$ cat config.mk
export PLATFORM = sky130hd
export DESIGN_NAME = lpc_ram
export DESIGN_NICKNAME = d
export VERILOG_FILES = /design/src/rtl/core/lpc_ram.sv
export SDC_FILE = /design/constraint.sdc
export NUM_CORES = 1
export LEC_CHECK = 0
export CAP_MARGIN = 20
export CORE_ASPECT_RATIO = 1.1
export CORE_MARGIN = 2
export CORE_UTILIZATION = 50
export DETAILED_ROUTE_END_ITERATION = 8
export DONT_BUFFER_PORTS = 1
export PLACE_DENSITY_LB_ADDON = 0.1
export SLEW_MARGIN = 10
export SYNTH_ARGS = -nofsm -noshare
export SYNTH_HDL_FRONTEND = slang
export SYNTH_SLANG_ARGS = --single-unit
$ cat constraint.sdc
create_clock -name clk -period 1.6 [get_ports clk]
set_input_delay 0.08 -clock clk [delete_from_list [all_inputs] [get_ports clk]]
set_output_delay 0.08 -clock clk [all_outputs]
set_load 0.05 [all_outputs]
$ cat src/rtl/core/lpc_ram.sv
`default_nettype none
module lpc_ram #(
	parameter int WIDTH = 8,
	parameter int DEPTH = 16
) (
	input  wire logic                     clk,
	input  wire logic                     we,
	input  wire logic [$clog2(DEPTH)-1:0] waddr,
	input  wire logic [WIDTH-1:0]         wdata,
	input  wire logic [$clog2(DEPTH)-1:0] raddr,
	output logic      [WIDTH-1:0]         rdata
);

	logic [WIDTH-1:0] mem_q [DEPTH];

	always_ff @(posedge clk) begin
		if (we) begin
			mem_q[waddr] <= wdata;
		end
		rdata <= mem_q[raddr];
	end

endmodule
`default_nettype wire

==> metrics.md <==
| Metric | Value |
|---|---|
| Final hold slack | `-0.06207 ns` |
| Initial Utilization | `between 50 and 60%` |
| Slowest Stage Delay on Critical Path | `0.60 ns` |
| Share of cells above drive strength 1 | `about a quarter` |
| Die ar. | `roughly 0.011 sq mm` |
| WL per Instance | `between 20 and 25 microns` |
| GRT overflow | `0` |
| Worst path top cell family by delay | `buffers and inverters` |
| Adder-cell share of the synthesized area | `0%` |
| Worst slew pin tran | `0.6148 ns` |
| Sequential area share after synthesis | `between 70% and 80%` |
| Worst vdd ir | `0.0006129 V` |
| Num CTS Buffers | `17` |
| Setup_tns | `0 ns` |
| Top post-synthesis cells by count | `edfxtp_1 (128), mux4_2 (18), a22oi_1 (16), mux4_1 (14), nor2_1 (13)` |
| Xor/xnor share of the synthesized area | `0%` |
| Total Wirelength | `approximately 9400 microns` |
| Syn nets | `approximately 250` |
| Slew Limit Headroom | `between 50 and 60%` |
| Worst-Skew Late Latency | `0.50 ns` |
| Tcrit/Tclk final | `slightly above 90%` |
| Area grow syn2layout | `18.33%` |
| Hold-fix buffers, CTS | `12` |
| CP Data Required Time | `approximately 1.8 ns` |
| Main synth FF type | `edfxtp_1` |
| RSZ-0062 raised after global routing | `no` |
| # DRC | `0` |
| DP Wirelength | `a little under 6000 microns` |
| Row cnt | `38` |
| Main combinational cell family by area after synthesis | `multiplexers` |
| Post-synthesis compound-gate area fraction | `approximately 2.3%` |
| I/O Pins | `26` |
| Largest net degree at the start of global routing | `33` |
| Port Buffers | `0` |
| Max clock buf depth | `2` |
| Final setup margin | `0.1519 ns` |
| Global-route wire length before repair | `between 10000 and 15000 microns` |
| Post-synth EDFFs | `approximately 130` |
| Overall Power | `~8.4 mW` |
| Synthesized area | `approximately 0.0051 sq mm` |
| Ys Warns | `0` |
| Top-count cell post-synth | `edfxtp_1` |
| Simple-gate share of the synthesized area | `3.184%` |
| Via-to-Cell Ratio | `approximately 6.0` |
| CP Launch Type | `primary input` |
| Syn Area/Cell | `roughly 22 sq um` |
| Die span in y | `~110 microns` |
| Status | `complete, but fails checks` |
| R2R setup slack | `between 0.2 and 0.3 ns` |
| Slowest-stage cell, CP | `dlygate4sd3_1` |
| Synth area leaders | `edfxtp_1 (75%), mux4_2 (7.9%), mux4_1 (7.1%), dfxtp_1 (3.1%), a22oi_1 (2.3%)` |
| CP Max Fanout | `8` |
| GRT Util Overall | `18.60%` |
| CP Capture Type | `register` |
| Placeable Area | `between 0.009 and 0.01 sq mm` |
| Period minus WS final | `~1.4 ns` |
| Initial DRT Pass Iterations | `4` |
| Synthesized instance count | `229` |
| Post-CTS resize count | `0` |
| Synth async-reset ratio | `0%` |
| Clock Sinks | `between 100 and 150` |
| Setup Skew | `roughly 0.0094 ns` |
| Post-synthesis mux area share | `approximately 15%` |
| DR vias | `roughly 2400` |
| Final hold violations | `8` |
| F_max | `a little under 700 MHz` |
| CP most frequent cell | `dlygate4sd3_1` |
| # Post-CTS Setup Buffers | `0` |
| Setup CP Type | `in2reg` |
| Post-synth top area cell | `edfxtp_1` |
| Final Max Tran Viols | `0` |
| CTS tree | `done` |
| Drt initial violations | `between 150 and 200` |
| Vias in the first global route | `between 2000 and 3000` |
| Leakage dissipation | `2.035 nW` |
| Nets | `around 290` |
| Synth top area share | `74.67%` |
| WP buf/inv | `3` |
| WP data arrival | `between 1.5 and 2 ns` |
| Place WS | `about 0.26 ns` |
| Initial antenna violation count | `0` |
| PwrDens | `1377 mW/mm^2` |
| CP Cell Sequence | `dlygate4sd3_1 > nor3_1 > dlygate4sd3_1 > buf_4` |
| GPL Wtd Cong | `0.7391` |
| Remaining antenna violation count after routing | `0` |
| CTS H-tree lvls | `4` |
| Max cap viols | `0` |
| Failing checks | `hold timing` |
| Die extent in x | `~100 microns` |
| Clock-pin slew on the worst setup and hold paths | `0.06 ns` |
| Final-report setup violation count | `0` |
| HP Class | `in2reg` |
| Unique masters post-synth | `19` |
| Root Buffer | `clkbuf_8` |
| ANT cells | `0` |
| Yosys reg bits | `between 100 and 150` |
-- placed cells by master (no fill, tap or decap), drive strengths merged --
master and instances:
a22oi 16, and2 1, and2b 1, buf 18
bufinv 4, clkbuf 22, clkinv 2, clkinvlp 3
dfxtp 8, dlygate4sd3 11, edfxtp 128, inv 1
mux4 32, nand2 9, nand2b 2, nand3 1
nand3b 2, nor2 13, nor2b 1, nor3 4
or3b 1
-- through the flow --
stage          cell area [sq um]  util, %  cells  hold WS (ns)
6_report                    6091    61.29    400      -0.06207
5_1_grt                     6091    61.29    400      -0.09109
4_1_cts                     6091    61.29    400      -0.08624
3_5_place_dp                5339    53.73    356        0.1797
3_3_place_gp                5339    53.73    356        0.1797
2_1_floorplan               5147        -    229        0.1789
-- state kept, by name, summed over array words and instances, names as in the netlist --
signal and count:
rdata 8, mem_q 128
-- logic make-up after synthesis --
group / after synthesis
flip-flops: 136
AO/OA/AOI/OAI: 16
buffers and inverters: 10
multiplexers: 32
AND/OR/NAND/NOR: 35
-- cell type report --
type,count,area (sq um)
Multi-Input combinational cell,83,1057
Clock buffer,22,452.9
Tap cell,120,150.1
Fill cell,701,3846
Timing Repair Buffer,29,257.7
Clock inverter,10,168.9
Sequential cell,136,4004
-- worst min-delay path: cells and delay by family --
kind	cells	cell delay, ns
AOI/OAI and AO/OA	1	0.06
and+or+nand+nor	1	0.05
muxes	1	0.20
-- power by group --
part	total [mW]	leakage, nW	switching, mW	internal [mW]
logic	0.299	0.519	0.155	0.144
registers	4.10	1.22	0.110	3.98
clock network	3.99	0.292	1.37	2.62
total	8.39	2.03	1.63	6.75
-- per-layer routing --
layer	GRT usage, %	routed length, microns	vias up
met5	0	0	-
met4	5.479	57	0
met3	4.684	525	4
met2	29.60	4929	67
met1	25.59	3913	1289
li1	-	-	1052
-- worst paths after layout --
kind / from / end / cells past startpoint
min reg2reg: mem_q[15][1] / rdata[1] / 3
max reg2reg: mem_q[0][0] / rdata[0] / 3
min: raddr[0] / rdata[1] / 3
max: waddr[0] / mem_q[0][2] / 4
No activity file was read; power rests on OpenSTA's default activity.
